===== src/rtl/pctcp_fifo.sv =====
// Small register queue used between the front and back parts and at the output.
`default_nettype none

module pctcp_fifo #(
  parameter int W     = 8,
  parameter int DEPTH = 4
) (
  input  logic         clk_i,
  input  logic         rst_ni,
  input  logic         push_i,
  input  logic [W-1:0] data_i,
  output logic         full_o,
  input  logic         pop_i,
  output logic [W-1:0] data_o,
  output logic         empty_o
);

  localparam int AW = $clog2(DEPTH);

  logic [W-1:0]  mem [DEPTH];
  logic [AW-1:0] wr_q, rd_q;
  logic [AW:0]   cnt_q;
  logic          do_push, do_pop;

  assign full_o  = (cnt_q == (AW + 1)'(DEPTH));
  assign empty_o = (cnt_q == '0);
  assign do_push = push_i && !full_o;
  assign do_pop  = pop_i && !empty_o;
  assign data_o  = mem[rd_q];

  // Pointers and fill count.
  always_ff @(posedge clk_i or negedge rst_ni) begin
    if (!rst_ni) begin
      wr_q  <= '0;
      rd_q  <= '0;
      cnt_q <= '0;
    end else begin
      if (do_push) wr_q <= wr_q + 1'b1;
      if (do_pop) rd_q <= rd_q + 1'b1;
      if (do_push && !do_pop) cnt_q <= cnt_q + 1'b1;
      else if (do_pop && !do_push) cnt_q <= cnt_q - 1'b1;
    end
  end

  // Storage for the queued words.
  always_ff @(posedge clk_i) begin
    if (do_push) mem[wr_q] <= data_i;
  end

endmodule

`default_nettype wire


===== config.mk =====
export PLATFORM = sky130hd
export DESIGN_NAME = pctcp_fifo
export DESIGN_NICKNAME = d
export VERILOG_FILES = /design/src/rtl/pctcp_fifo.sv
export SDC_FILE = /design/constraint.sdc
export NUM_CORES = 1
export LEC_CHECK = 0
export ABC_AREA = 1
export BUFFER_PORTS_ARGS = -buffer_cell sky130_fd_sc_hd__buf_2
export CORE_MARGIN = 1.5
export CORE_UTILIZATION = 55
export CTS_BUF_LIST = sky130_fd_sc_hd__clkbuf_16
export DETAILED_ROUTE_END_ITERATION = 12
export GPL_TIMING_DRIVEN = 0
export PLACE_DENSITY = 0.76
export SKIP_LAST_GASP = 1
export SLEW_MARGIN = 20
export SYNTH_ARGS = -nofsm -noshare
export SYNTH_HDL_FRONTEND = slang
export SYNTH_SLANG_ARGS = --single-unit

===== constraint.sdc =====
create_clock -name clk_i -period 4.7 [get_ports clk_i]
set_input_delay 0.94 -clock clk_i [delete_from_list [all_inputs] [get_ports clk_i]]
set_output_delay 0.94 -clock clk_i [all_outputs]
set_load 0.1 [all_outputs]

* Word-level counts from Yosys, hierarchy flattened *
Memories as Yosys holds them, arrays and structs flattened.
Cells that the tools add are included.

storage, ports and cells
  bits of input ports = 12
  memories = 1
  RAM bits = 32
  bits in read-only memories = 0
  word-level logic and storage cells = 23
  register bits after elaboration = 7
  latch bits = 0

cells by class
  equality and inequality tests = 1
  reductions and logical operators = 10
  $mul = 0
  muxes and demuxes = 4
  shifts and indexed selects = 0
  add/subtract/negate cells = 4
  divide/modulo/power cells = 0
  $lt $le $gt $ge = 0
  bitwise operators = 0

memory list
  name  words  bits a word  read ports  clocked after Yosys merged registers in  wr ports  line  source
  mem   4      8            1           0                                        1         20    logic [W-1:0] mem [DEPTH];

operators by type and width
  operator                                                            count
  3-bit two-way mux                                                   2
  2-bit by 1-bit adder with 2-bit output, second input constant       2
  1-bit logical AND                                                   4
  1-bit zero test                                                     4
  3-bit by 1-bit adder with 3-bit output, second input constant       1
  3-bit == test, second input constant                                1
  3-bit zero test                                                     1
  3-bit by 1-bit subtractor with 3-bit output, second input constant  1
  1-bit two-way mux                                                   2
  2-bit nonzero test                                                  1

* Depth between registers and ports, before layout *
Gate-level depths: netlist of the first run.

  depth in word-level cells = 7
  depth in mapped cells = 12

* Worst setup path before layout of the first run *
Ideal clock, no wire load.

  kind = flip-flop to output port
  from = reg rd_q[0]
  to = out data_o[1]
  setup slack = 2.406 ns
  cell stages (with the launch flop) = 6
  arrival time = 1.354 ns
  cell sequence = dfrtp_1 inv_2 clkbuf_8 nand2_1 o211ai_1 nand2_1

between the ends
  longest elaborated chain between the ends = 1

RTL lines
  what                      line  source
  start: declaration        21    logic [AW-1:0] wr_q, rd_q;
  start signal: assignment  39    if (do_pop) rd_q <= rd_q + 1'b1;
  memory read 4 x 8 bit     -
  end: declaration          14    output logic [W-1:0] data_o,

No other way between the ends.

* Worst setup path after layout of the first run *
  from = reg rd_q[0]
  to = out data_o[3]

Same word-level chain as after synthesis.

==> report_table.html, run 1 <==
<table>
<tr><th>Metric</th><th>Value</th></tr>
<tr><th colspan="2">Clock tree</th></tr>
<tr><td>Clock latency at the later pin of the worst-skew pair</td><td>about 0.28 ns</td></tr>
<tr><td>Largest buffer count on any clock path</td><td>2</td></tr>
<tr><td>Setup repair bufs after CTS</td><td>0</td></tr>
<tr><td>Clk root buf</td><td>sky130_fd_sc_hd__clkbuf_16</td></tr>
<tr><td>Clock sink count</td><td>39</td></tr>
<tr><td>Post-cts resize count</td><td>0</td></tr>
<tr><td>Post-CTS Hold Buffers</td><td>0</td></tr>
<tr><td>Number of buffers inserted during clock tree synthesis</td><td>5</td></tr>
<tr><td>TritonCTS clock tree</td><td>yes</td></tr>
<tr><td>H-tree level count</td><td>2</td></tr>
<tr><td>Clock-pin slew of the registers on the worst-case setup and hold paths</td><td>0.05 ns</td></tr>
<tr><th colspan="2">GRT</th></tr>
<tr><td>Maximum number of pins on one net before global-route repair</td><td>13</td></tr>
<tr><td>Global-route wire length before repair</td><td>5.20 mm</td></tr>
<tr><td>Antenna violations before repair</td><td>0</td></tr>
<tr><td>Global Route met2 Usage</td><td>37.8%</td></tr>
<tr><td>Via count of the first global-routing pass</td><td>1,174</td></tr>
<tr><td>Global route overflow</td><td>0</td></tr>
<tr><td>Met1 routing resource usage after global routing</td><td>22.7%</td></tr>
<tr><td>All-layer global routing usage</td><td>a little over a fifth</td></tr>
<tr><td>Routing usage on met3</td><td>between 6 and 7%</td></tr>
<tr><td>Most Used Layer, Global Route</td><td>met2</td></tr>
<tr><th colspan="2">Setup path</th></tr>
<tr><td>Required time at the endpoint of the critical path</td><td>3.76 ns</td></tr>
<tr><td>Critical path peak fanout</td><td>10</td></tr>
<tr><td>Critical path endpoint category</td><td>output pin</td></tr>
<tr><td>Worst Setup Path Type</td><td>reg2out</td></tr>
<tr><td>Setup crit start kind</td><td>flop</td></tr>
<tr><td>Worst path arrival time</td><td>1.63 ns</td></tr>
<tr><th colspan="2">Drt</th></tr>
<tr><td>Starting DRT DRC Count</td><td>66</td></tr>
<tr><td>Number of detailed-routing iterations run before antenna repair</td><td>4</td></tr>
<tr><td>Detailed-route vias per instance</td><td>roughly 5.0</td></tr>
<tr><td>Drt drc</td><td>0</td></tr>
<tr><td>Post-DR wirelength/cell</td><td>approximately 14 microns</td></tr>
<tr><td>Total via count in the routed design</td><td>1,146</td></tr>
<tr><td>Routed wire length</td><td>3.18 mm</td></tr>
<tr><td>Antenna-violating nets left</td><td>0</td></tr>
<tr><th colspan="2">Yosys</th></tr>
<tr><td>Synthesized flop and latch total</td><td>39</td></tr>
<tr><td>Number of distinct library cells after synthesis</td><td>16</td></tr>
<tr><td>Mapped Area</td><td>0.00173 sq mm</td></tr>
<tr><td>Nets in the synthesized netlist</td><td>172</td></tr>
<tr><td>Largest family of logic cells by synthesized area</td><td>simple AND/OR/NAND/NOR gates</td></tr>
<tr><td>Xor and xnor area share after synthesis</td><td>0.505%</td></tr>
<tr><td>Adder and majority gate portion of the synthesized area</td><td>4.76%</td></tr>
<tr><td>Count of yosys warnings during synthesis</td><td>0</td></tr>
<tr><td>Average cell area after synthesis</td><td>11.3 sq um</td></tr>
<tr><td>Post-synthesis simple-gate area fraction</td><td>around an eighth</td></tr>
<tr><td>Share of the synthesized area in compound gates (AO/OA/AOI/OAI)</td><td>7.22%</td></tr>
<tr><td>Multiplexer area fraction after synthesis</td><td>0%</td></tr>
<tr><td>Seq/Total Area, Yosys</td><td>between 60% and 70%</td></tr>
<tr><td>Synthesized instance count</td><td>about 150</td></tr>
<tr><th colspan="2">Die</th></tr>
<tr><td>Overall die width</td><td>59.2 microns</td></tr>
<tr><td>Number of placed I/O pins</td><td>22</td></tr>
<tr><td>Overall die area</td><td>0.00350 sq mm</td></tr>
<tr><td>Row cnt</td><td>20</td></tr>
<tr><td>Y dimension of the die</td><td>slightly below 60 microns</td></tr>
<tr><td>Placeable core area</td><td>0.00303 sq mm</td></tr>
<tr><td>Effective utilization at floorplan</td><td>between 50% and 60%</td></tr>
<tr><th colspan="2">STA</th></tr>
<tr><td>Total count of max-transition violations in the final report</td><td>0</td></tr>
<tr><td>Final count of negative-setup-slack endpoints</td><td>0</td></tr>
<tr><td>Setup Skew</td><td>0.00564 ns</td></tr>
<tr><td>RSZ-0062 raised after global routing</td><td>no</td></tr>
<tr><td>Final-layout setup total negative slack</td><td>0 ns</td></tr>
<tr><td>Final critical path time including I/O delays and setup</td><td>2.57 ns</td></tr>
<tr><td>Worst slew margin relative to its limit</td><td>44.0%</td></tr>
<tr><td>Final Hold Viols</td><td>0</td></tr>
<tr><td>Highest clock frequency the design can meet</td><td>388 MHz</td></tr>
<tr><td>Transition time at the pin with the least slew margin</td><td>0.837 ns</td></tr>
<tr><td>Ratio of final minimum period to clock period</td><td>54.8%</td></tr>
<tr><th colspan="2">Run status</th></tr>
<tr><td>Run status</td><td>completed</td></tr>
<tr><th colspan="2">Cells and area</th></tr>
<tr><td>Fraction of layout instances using a drive strength above 1</td><td>around 18%</td></tr>
<tr><td>Total number of nets in the final design</td><td>200</td></tr>
<tr><td>Area taken by multi-input logic gates</td><td>427 sq um</td></tr>
<tr><td>Filler instances</td><td>231</td></tr>
<tr><td>Count of antenna diodes in the layout</td><td>0</td></tr>
<tr><td>Most common library cell in the layout ignoring fill and taps</td><td>sky130_fd_sc_hd__nand2_1</td></tr>
<tr><td>Synth-to-layout area growth</td><td>17.2%</td></tr>
<tr><td>Sequential cell area</td><td>0.00114 sq mm</td></tr>
<tr><td>Most frequent cells in the layout</td><td>sky130_fd_sc_hd__nand2_1, sky130_fd_sc_hd__inv_1, sky130_fd_sc_hd__edfxtp_1</td></tr>
<tr><th colspan="2">Place</th></tr>
<tr><td>Port Buffers</td><td>21</td></tr>
<tr><td>Placer Congestion</td><td>0.737</td></tr>
<tr><td>Half-perimeter wire length of the detailed placement result</td><td>between 2 and 2.5 mm</td></tr>
<tr><th colspan="2">Job</th></tr>
<tr><td>Max-cap viol count</td><td>0</td></tr>
<tr><th colspan="2">Worst hold path</th></tr>
<tr><td>Hold Crit Class</td><td>in2async</td></tr>
</table>
[state kept, by name, summed over array words and instances, names as in the netlist]
| name | count |
|---|---|
| wr_q | 2 |
| mem | 32 |
| rd_q | 2 |
| cnt_q | 3 |
[per-stage QoR]
step           cells  util, %  worst slack [ns]  cell area (sq um)  hold WS [ns]
6_report         227     67.1              2.13               2030         0.486
5_1_grt          227     67.1              2.07               2030         0.490
4_1_cts          227     67.1              2.15               2030         0.485
3_5_place_dp     219     62.6              2.39               1890         0.492
3_3_place_gp     219     62.6              2.45               1890         0.482
2_1_floorplan    154        -              2.41               1730         0.463
[worst max-delay path, cell delays in order, from the launching register on]
cell	delay (ns)
sky130_fd_sc_hd__dfrtp_1	0.40
sky130_fd_sc_hd__inv_2	0.10
sky130_fd_sc_hd__clkbuf_8	0.18
sky130_fd_sc_hd__nand2_1	0.07
sky130_fd_sc_hd__o211ai_1	0.08
sky130_fd_sc_hd__nand2_1	0.09
sky130_fd_sc_hd__buf_2	0.43
[synth_stat cells (all sizes together)]
cell	n	share of area (%)
inv	34	7.4
xnor2	1	0.51
buf	3	1.7
clkbuf	1	0.79
o21ai	1	0.29
edfxtp	32	55
nand3	7	2.0
ha	5	3.6
nand4	1	0.36
o211ai	16	6.9
nor2	4	0.87
fa	1	1.2
nand2	41	8.9
dfrtp	7	10
[cells by family (layout without fill, tap and decap cells)]
family	after synthesis	after routing
AND/OR/NAND/NOR	53	53
flip-flops	39	39
buffers and inverters	38	67
AO/OA/AOI/OAI	17	17
adder cells (fa/ha/maj)	6	6
XOR/XNOR	1	1
[final timing paths]
check | from | to | slack, ns | cells after the start
setup / recovery | rd_q[0] | data_o[3] | 2.13 | 6
hold / removal | rst_ni | rd_q[1] | 0.49 | 1
setup reg to reg | cnt_q[1] | cnt_q[2] | 2.74 | 11
hold reg to reg | cnt_q[2] | cnt_q[2] | 0.52 | 2
max in group asynchronous | rst_ni | wr_q[1] | 4.06 | 1
min in group clk_i | cnt_q[2] | cnt_q[2] | 0.52 | 2
[routing by layer]
layer / up-vias / share of wire, %
met5: - / 0
met4: 0 / 2.6
met3: 7 / 4.7
met2: 30 / 52
met1: 551 / 41
li1: 558 / -
[area by class of cell]
| class | count | area share, % |
|---|---|---|
| clock buffers | 5 | 6.16 |
| plain buffers | 4 | 2.16 |
| clock inverters | 3 | 0.616 |
| inverters | 34 | 6.28 |
| multi-input cells | 77 | 21.0 |
| well taps | 44 | 2.71 |
| repair buffers | 21 | 5.17 |
| flip-flops and latches | 39 | 55.9 |
Power of run 1 is not shown: default switching activity piles up to over one toggle a cycle in this logic, so the estimate is an artifact.
==> run 2, diff against run 1 <==
--- a/config.mk
+++ b/config.mk
@@ -8,11 +8,11 @@
 export ABC_AREA = 1
 export BUFFER_PORTS_ARGS = -buffer_cell sky130_fd_sc_hd__buf_2
 export CORE_MARGIN = 1.5
-export CORE_UTILIZATION = 55
+export CORE_UTILIZATION = 51
 export CTS_BUF_LIST = sky130_fd_sc_hd__clkbuf_16
 export DETAILED_ROUTE_END_ITERATION = 12
 export GPL_TIMING_DRIVEN = 0
-export PLACE_DENSITY = 0.76
+export PLACE_DENSITY = 0.74
 export SKIP_LAST_GASP = 1
 export SLEW_MARGIN = 20
 export SYNTH_ARGS = -nofsm -noshare
==> constraint.sdc (replaced) <==
create_clock -name clk_i -period 2.1 [get_ports clk_i]
set_input_delay 0.42 -clock clk_i [delete_from_list [all_inputs] [get_ports clk_i]]
set_output_delay 0.42 -clock clk_i [all_outputs]
set_load 0.1 [all_outputs]
==> report_table.html, run 2 (synthesis gave the netlist of run 1 again) <==
<table>
<tr><th>Metric</th><th>Value</th></tr>
<tr><th colspan="2">Clock tree</th></tr>
<tr><td>TritonCTS clock tree</td><td>yes</td></tr>
<tr><td>Largest buffer count on any clock path</td><td>2</td></tr>
<tr><td>Clock latency at the later pin of the worst-skew pair</td><td>0.28 ns</td></tr>
<tr><td>Number of buffers inserted during clock tree synthesis</td><td>5</td></tr>
<tr><td>Clock sink count</td><td>39</td></tr>
<tr><td>Setup repair bufs after CTS</td><td>0</td></tr>
<tr><td>Clk root buf</td><td>sky130_fd_sc_hd__clkbuf_16</td></tr>
<tr><td>Clock-pin slew of the registers on the worst-case setup and hold paths</td><td>0.05 ns</td></tr>
<tr><td>H-tree level count</td><td>2</td></tr>
<tr><th colspan="2">Drt</th></tr>
<tr><td>Starting DRT DRC Count</td><td>43</td></tr>
<tr><td>Antenna-violating nets left</td><td>0</td></tr>
<tr><td>Number of detailed-routing iterations run before antenna repair</td><td>4</td></tr>
<tr><td>Post-DR wirelength/cell</td><td>~14 microns</td></tr>
<tr><td>Routed wire length</td><td>3.17 mm</td></tr>
<tr><td>Detailed-route vias per instance</td><td>~5.0</td></tr>
<tr><td>Drt drc</td><td>0</td></tr>
<tr><td>Total via count in the routed design</td><td>~1,100</td></tr>
<tr><th colspan="2">Cells and area</th></tr>
<tr><td>Largest register FFs</td><td>32</td></tr>
<tr><td>Most frequent cells in the layout</td><td>sky130_fd_sc_hd__nand2_1, sky130_fd_sc_hd__inv_1, sky130_fd_sc_hd__edfxtp_1</td></tr>
<tr><td>Most common library cell in the layout ignoring fill and taps</td><td>sky130_fd_sc_hd__nand2_1</td></tr>
<tr><td>Regs by FF count</td><td>mem (32), cnt_q (3)</td></tr>
<tr><td>Fraction of layout instances using a drive strength above 1</td><td>18.5%</td></tr>
<tr><td>Synth-to-layout area growth</td><td>18.0%</td></tr>
<tr><td>Most flop-heavy register</td><td>mem</td></tr>
<tr><td>Total number of nets in the final design</td><td>roughly 200</td></tr>
<tr><td>Count of antenna diodes in the layout</td><td>0</td></tr>
<tr><th colspan="2">Setup path</th></tr>
<tr><td>Critical path peak fanout</td><td>10</td></tr>
<tr><td>Worst Setup Path Type</td><td>reg2out</td></tr>
<tr><td>Worst path arrival time</td><td>1.63 ns</td></tr>
<tr><td>Required time at the endpoint of the critical path</td><td>1.68 ns</td></tr>
<tr><td>Critical path endpoint category</td><td>output pin</td></tr>
<tr><td>Setup crit start kind</td><td>flop</td></tr>
<tr><th colspan="2">STA</th></tr>
<tr><td>Worst slew margin relative to its limit</td><td>41.3%</td></tr>
<tr><td>RSZ-0062 raised after global routing</td><td>no</td></tr>
<tr><td>Final critical path time including I/O delays and setup</td><td>2.05 ns</td></tr>
<tr><td>Setup Skew</td><td>about 0.0037 ns</td></tr>
<tr><td>Final count of negative-setup-slack endpoints</td><td>0</td></tr>
<tr><td>Transition time at the pin with the least slew margin</td><td>0.878 ns</td></tr>
<tr><td>Highest clock frequency the design can meet</td><td>488 MHz</td></tr>
<tr><td>Total count of max-transition violations in the final report</td><td>0</td></tr>
<tr><td>Final Hold Viols</td><td>0</td></tr>
<tr><td>Ratio of final minimum period to clock period</td><td>97.5%</td></tr>
<tr><td>Final-layout setup total negative slack</td><td>0 ns</td></tr>
<tr><th colspan="2">GRT</th></tr>
<tr><td>Antenna violations before repair</td><td>0</td></tr>
<tr><td>Global route overflow</td><td>0</td></tr>
<tr><td>All-layer global routing usage</td><td>19.4%</td></tr>
<tr><td>Via count of the first global-routing pass</td><td>1,176</td></tr>
<tr><td>Global-route wire length before repair</td><td>~5 mm</td></tr>
<tr><td>Maximum number of pins on one net before global-route repair</td><td>12</td></tr>
<tr><th colspan="2">Die</th></tr>
<tr><td>Placeable core area</td><td>around 0.0032 sq mm</td></tr>
<tr><td>Number of placed I/O pins</td><td>22</td></tr>
<tr><td>Overall die width</td><td>~60 microns</td></tr>
<tr><td>Effective utilization at floorplan</td><td>a little over half</td></tr>
<tr><td>Overall die area</td><td>~0.0038 sq mm</td></tr>
<tr><td>Row cnt</td><td>20</td></tr>
<tr><td>Y dimension of the die</td><td>approximately 60 microns</td></tr>
<tr><th colspan="2">Place</th></tr>
<tr><td>Half-perimeter wire length of the detailed placement result</td><td>2.14 mm</td></tr>
<tr><td>Placer Congestion</td><td>0.758</td></tr>
<tr><td>Port Buffers</td><td>21</td></tr>
<tr><th colspan="2">Job</th></tr>
<tr><td>Max-cap viol count</td><td>0</td></tr>
<tr><th colspan="2">Run status</th></tr>
<tr><td>Run status</td><td>completed</td></tr>
<tr><th colspan="2">Worst hold path</th></tr>
<tr><td>Hold Crit Class</td><td>in2reg</td></tr>
</table>
run 2: cell types whose count changed in the layout (fill, tap and decap cells not counted), sizes merged:
cell	previous run	this run
buf	24	23
clkbuf	6	7
dlygate4sd3	0	1
clkinv	2	1
inv	35	36
run 2: cell type report:
cell class,count,area [sq um]
Multi-Input combinational cell,77,429
Inverter,34,128
Buffer,4,43.8
Sequential cell,39,1140
Clock inverter,3,12.5
Clock buffer,5,125
Timing Repair Buffer,22,118
Fill cell,267,1110
Tap cell,44,55.1
run 2: worst max-delay path: stages, from the launching register on:
cell	delay, ns
sky130_fd_sc_hd__dfrtp_1	0.39
sky130_fd_sc_hd__inv_2	0.10
sky130_fd_sc_hd__clkbuf_8	0.18
sky130_fd_sc_hd__nand2_1	0.08
sky130_fd_sc_hd__o211ai_1	0.09
sky130_fd_sc_hd__nand2_1	0.08
sky130_fd_sc_hd__buf_2	0.43
run 2: path summary, 6_finish.rpt:
check,from,slack [ns],cells past startpoint,endpoint
worst max-delay path,rd_q[0],0.05,6,data_o[7]
worst min-delay path,data_i[4],0.36,1,mem[2][4]
worst max register to register,cnt_q[0],0.20,11,cnt_q[2]
worst min register to register,cnt_q[2],0.52,2,cnt_q[2]
max in group asynchronous,rst_ni,1.43,2,cnt_q[2]
min in group asynchronous,rst_ni,0.51,2,cnt_q[0]
run 2: metrics by stage:
stage	hold WS, ns	util (%)	setup WS, ns	cells	instance area (sq um)
global route	0.352	64.9	0.00103	228	2050
CTS	0.352	64.8	0.0580	228	2040
floorplan	0.124	-	0.326	154	1730
detailed placement	0.261	60.1	0.139	219	1890
global placement	0.262	60.1	0.240	219	1890
finish	0.360	64.9	0.0526	228	2050
run 2: layer usage:
layer	up-vias	share of wire (%)	GRT usage [%]
met1	542	41	21.4
met4	0	1.6	7.45
met2	26	53	35.1
met3	5	4.3	5.67
met5	-	0	0
li1	565	-	-
run 2: what timing repair did:
| item | in CTS | in global routing |
|---|---|---|
| hold buffers | 1 | 0 |
| endpoints found under the setup margin | 0 | 3 |
| gates resized for setup | 0 | 2 |
| hold endpoints to repair | 7 | 0 |
Power of run 2 is left out for the same reason.
==> run 3, diff against run 2 <==
--- a/config.mk
+++ b/config.mk
@@ -8,11 +8,11 @@
 export ABC_AREA = 1
 export BUFFER_PORTS_ARGS = -buffer_cell sky130_fd_sc_hd__buf_2
 export CORE_MARGIN = 1.5
-export CORE_UTILIZATION = 51
+export CORE_UTILIZATION = 55
 export CTS_BUF_LIST = sky130_fd_sc_hd__clkbuf_16
 export DETAILED_ROUTE_END_ITERATION = 12
 export GPL_TIMING_DRIVEN = 0
-export PLACE_DENSITY = 0.74
+export PLACE_DENSITY = 0.76
 export SKIP_LAST_GASP = 1
 export SLEW_MARGIN = 20
 export SYNTH_ARGS = -nofsm -noshare
==> constraint.sdc (replaced) <==
create_clock -name clk_i -period 2 [get_ports clk_i]
set_input_delay 0.4 -clock clk_i [delete_from_list [all_inputs] [get_ports clk_i]]
set_output_delay 0.4 -clock clk_i [all_outputs]
set_load 0.1 [all_outputs]
==> report_table.html, run 3 (synthesis gave the netlist of run 1 again) <==
<table>
<tr><th>Metric</th><th>Value</th></tr>
<tr><th colspan="2">Setup path</th></tr>
<tr><td>Setup crit start kind</td><td>flop</td></tr>
<tr><td>Startpoint of the most critical setup path</td><td>rd_q[0]</td></tr>
<tr><td>Worst reg-to-reg path cell count</td><td>10</td></tr>
<tr><td>Worst Setup Path Type</td><td>reg2out</td></tr>
<tr><td>Worst path arrival time</td><td>1.53 ns</td></tr>
<tr><td>Start of the worst register-to-register path</td><td>cnt_q[1]</td></tr>
<tr><td>Critical path endpoint category</td><td>output pin</td></tr>
<tr><td>Required time at the endpoint of the critical path</td><td>about 1.6 ns</td></tr>
<tr><td>Setup slack of the most critical reg-to-reg path</td><td>0.12 ns</td></tr>
<tr><td>Critical R2R Capture</td><td>cnt_q[2]</td></tr>
<tr><td>Critical path peak fanout</td><td>10</td></tr>
<tr><th colspan="2">Run status</th></tr>
<tr><td>Run status</td><td>completed</td></tr>
<tr><th colspan="2">Die</th></tr>
<tr><td>Placeable core area</td><td>0.00303 sq mm</td></tr>
<tr><td>Overall die area</td><td>0.00350 sq mm</td></tr>
<tr><td>Overall die width</td><td>59.2 microns</td></tr>
<tr><td>Effective utilization at floorplan</td><td>57.3%</td></tr>
<tr><td>Y dimension of the die</td><td>59.2 microns</td></tr>
<tr><td>Number of placed I/O pins</td><td>22</td></tr>
<tr><td>Row cnt</td><td>20</td></tr>
<tr><th colspan="2">Worst hold path</th></tr>
<tr><td>Cell count of the worst hold path</td><td>1</td></tr>
<tr><td>Endpoint of the worst hold path</td><td>mem[3][4]</td></tr>
<tr><td>Startpoint of the tightest hold check path</td><td>data_i[4]</td></tr>
<tr><td>Hold Crit Class</td><td>in2reg</td></tr>
<tr><th colspan="2">Cells and area</th></tr>
<tr><td>Total number of nets in the final design</td><td>202</td></tr>
<tr><td>Regs by FF count</td><td>mem (32), cnt_q (3)</td></tr>
<tr><td>Most frequent cells in the layout</td><td>sky130_fd_sc_hd__nand2_1, sky130_fd_sc_hd__inv_1, sky130_fd_sc_hd__edfxtp_1</td></tr>
<tr><td>Most flop-heavy register</td><td>mem</td></tr>
<tr><td>Synth-to-layout area growth</td><td>20.1%</td></tr>
<tr><td>Fraction of layout instances using a drive strength above 1</td><td>20.0%</td></tr>
<tr><td>Count of antenna diodes in the layout</td><td>0</td></tr>
<tr><td>Largest register FFs</td><td>32</td></tr>
<tr><td>Share of the core filled with cells</td><td>about 69%</td></tr>
<tr><td>Most common library cell in the layout ignoring fill and taps</td><td>sky130_fd_sc_hd__nand2_1</td></tr>
<tr><th colspan="2">Job</th></tr>
<tr><td>Max-cap viol count</td><td>0</td></tr>
<tr><th colspan="2">Clock tree</th></tr>
<tr><td>H-tree level count</td><td>2</td></tr>
<tr><td>Clock-pin slew of the registers on the worst-case setup and hold paths</td><td>roughly 0.06 ns</td></tr>
<tr><td>Number of buffers inserted during clock tree synthesis</td><td>5</td></tr>
<tr><td>Largest buffer count on any clock path</td><td>2</td></tr>
<tr><td>TritonCTS clock tree</td><td>yes</td></tr>
<tr><td>Clk root buf</td><td>sky130_fd_sc_hd__clkbuf_16</td></tr>
<tr><td>Clock sink count</td><td>39</td></tr>
<tr><td>Clock latency at the later pin of the worst-skew pair</td><td>approximately 0.28 ns</td></tr>
<tr><th colspan="2">Drt</th></tr>
<tr><td>Routed wire length</td><td>approximately 3.3 mm</td></tr>
<tr><td>Post-DR wirelength/cell</td><td>about 14 microns</td></tr>
<tr><td>Routed met3 length</td><td>~140 microns</td></tr>
<tr><td>Sum of routed wire segments on met1</td><td>1.34 mm</td></tr>
<tr><td>Amount of wire on met2 after detailed routing</td><td>1.69 mm</td></tr>
<tr><td>Number of detailed-routing iterations run before antenna repair</td><td>4</td></tr>
<tr><td>Detailed-route vias per instance</td><td>5.02</td></tr>
<tr><td>Drt drc</td><td>0</td></tr>
<tr><td>Starting DRT DRC Count</td><td>56</td></tr>
<tr><td>Total via count in the routed design</td><td>1,150</td></tr>
<tr><td>Topmost layer with routed signal wires</td><td>met4</td></tr>
<tr><td>Antenna-violating nets left</td><td>0</td></tr>
<tr><th colspan="2">GRT</th></tr>
<tr><td>All-layer global routing usage</td><td>21.5%</td></tr>
<tr><td>Antenna violations before repair</td><td>0</td></tr>
<tr><td>Maximum number of pins on one net before global-route repair</td><td>13</td></tr>
<tr><td>Global-route wire length before repair</td><td>5.21 mm</td></tr>
<tr><td>Via count of the first global-routing pass</td><td>about 1,200</td></tr>
<tr><td>Global route overflow</td><td>0</td></tr>
<tr><th colspan="2">STA</th></tr>
<tr><td>Worst slew margin relative to its limit</td><td>~45%</td></tr>
<tr><td>Final critical path time including I/O delays and setup</td><td>1.93 ns</td></tr>
<tr><td>Final count of negative-setup-slack endpoints</td><td>0</td></tr>
<tr><td>Highest clock frequency the design can meet</td><td>519 MHz</td></tr>
<tr><td>Final-layout setup total negative slack</td><td>0 ns</td></tr>
<tr><td>Total count of max-transition violations in the final report</td><td>0</td></tr>
<tr><td>Transition time at the pin with the least slew margin</td><td>0.822 ns</td></tr>
<tr><td>RSZ-0062 raised after global routing</td><td>yes</td></tr>
<tr><td>Ratio of final minimum period to clock period</td><td>between 90% and 100%</td></tr>
<tr><td>Final Hold Viols</td><td>0</td></tr>
<tr><td>Setup Skew</td><td>0.00669 ns</td></tr>
<tr><th colspan="2">Place</th></tr>
<tr><td>Placer Congestion</td><td>0.737</td></tr>
<tr><td>Port Buffers</td><td>21</td></tr>
<tr><td>Half-perimeter wire length of the detailed placement result</td><td>between 2 and 2.5 mm</td></tr>
</table>
## run 3: cell types whose count changed in the layout (fill, tap and decap cells not counted)
cell	delta
sky130_fd_sc_hd__nand3_2	+2
sky130_fd_sc_hd__nand3_1	-2
sky130_fd_sc_hd__clkbuf_4	+1
sky130_fd_sc_hd__buf_2	-7
sky130_fd_sc_hd__inv_1	-1
sky130_fd_sc_hd__clkinv_1	+1
sky130_fd_sc_hd__buf_4	+7
## run 3: worst max path at each step
stage,to,slack (ns),cells past startpoint
after detailed placement,cnt_q[1],0.06,9
after global routing,cnt_q[1],-0.04,9
after CTS,data_o[5],0.003,6
after global placement,cnt_q[1],0.13,9
after floorplan,data_o[1],0.25,5
final,data_o[5],0.07,6
## run 3: critical path, cell delays in order (launching register included)
cell	delay, ns
sky130_fd_sc_hd__dfrtp_1	0.41
sky130_fd_sc_hd__inv_2	0.15
sky130_fd_sc_hd__clkbuf_8	0.19
sky130_fd_sc_hd__nand2_1	0.06
sky130_fd_sc_hd__o211ai_1	0.08
sky130_fd_sc_hd__nand2_1	0.07
sky130_fd_sc_hd__clkbuf_4	0.28
## run 3: what timing repair did
action                                  CTS  global route
endpoints found under the setup margin    4            11
buffers inserted                          0             1
pin swaps                                 0             1
hold buffers                              1             0
hold endpoints to repair                  7             0
gates resized for setup                   4             9
## run 3: final cells by class
cell class                      count  area, sq um
Sequential cell                    39         1140
Multi-Input combinational cell     77          439
Buffer                              4         43.8
Timing Repair Buffer               23          143
Inverter                           34          128
Clock inverter                      3         12.5
Tap cell                           44         55.1
Fill cell                         227          946
Clock buffer                        5          125
## run 3: routing by layer
metal / vias to the layer above / GRT usage [%]
li1: 563 / -
met1: 548 / 22.9
met2: 30 / 37.8
met3: 9 / 6.55
met4: 0 / 12.0
met5: - / 0
## run 3: through the flow
| step | hold slack (ns) | std cells | area (sq um) | setup slack [ns] |
|---|---|---|---|---|
| after floorplan | 0.104 | 154 | 1730 | 0.246 |
| after global placement | 0.239 | 219 | 1890 | 0.130 |
| after detailed placement | 0.241 | 219 | 1890 | 0.0615 |
| after CTS | 0.330 | 228 | 2050 | 0.00272 |
| after global routing | 0.341 | 229 | 2080 | -0.0440 |
| final | 0.332 | 229 | 2080 | 0.0720 |
Power of run 3 is left out for the same reason.
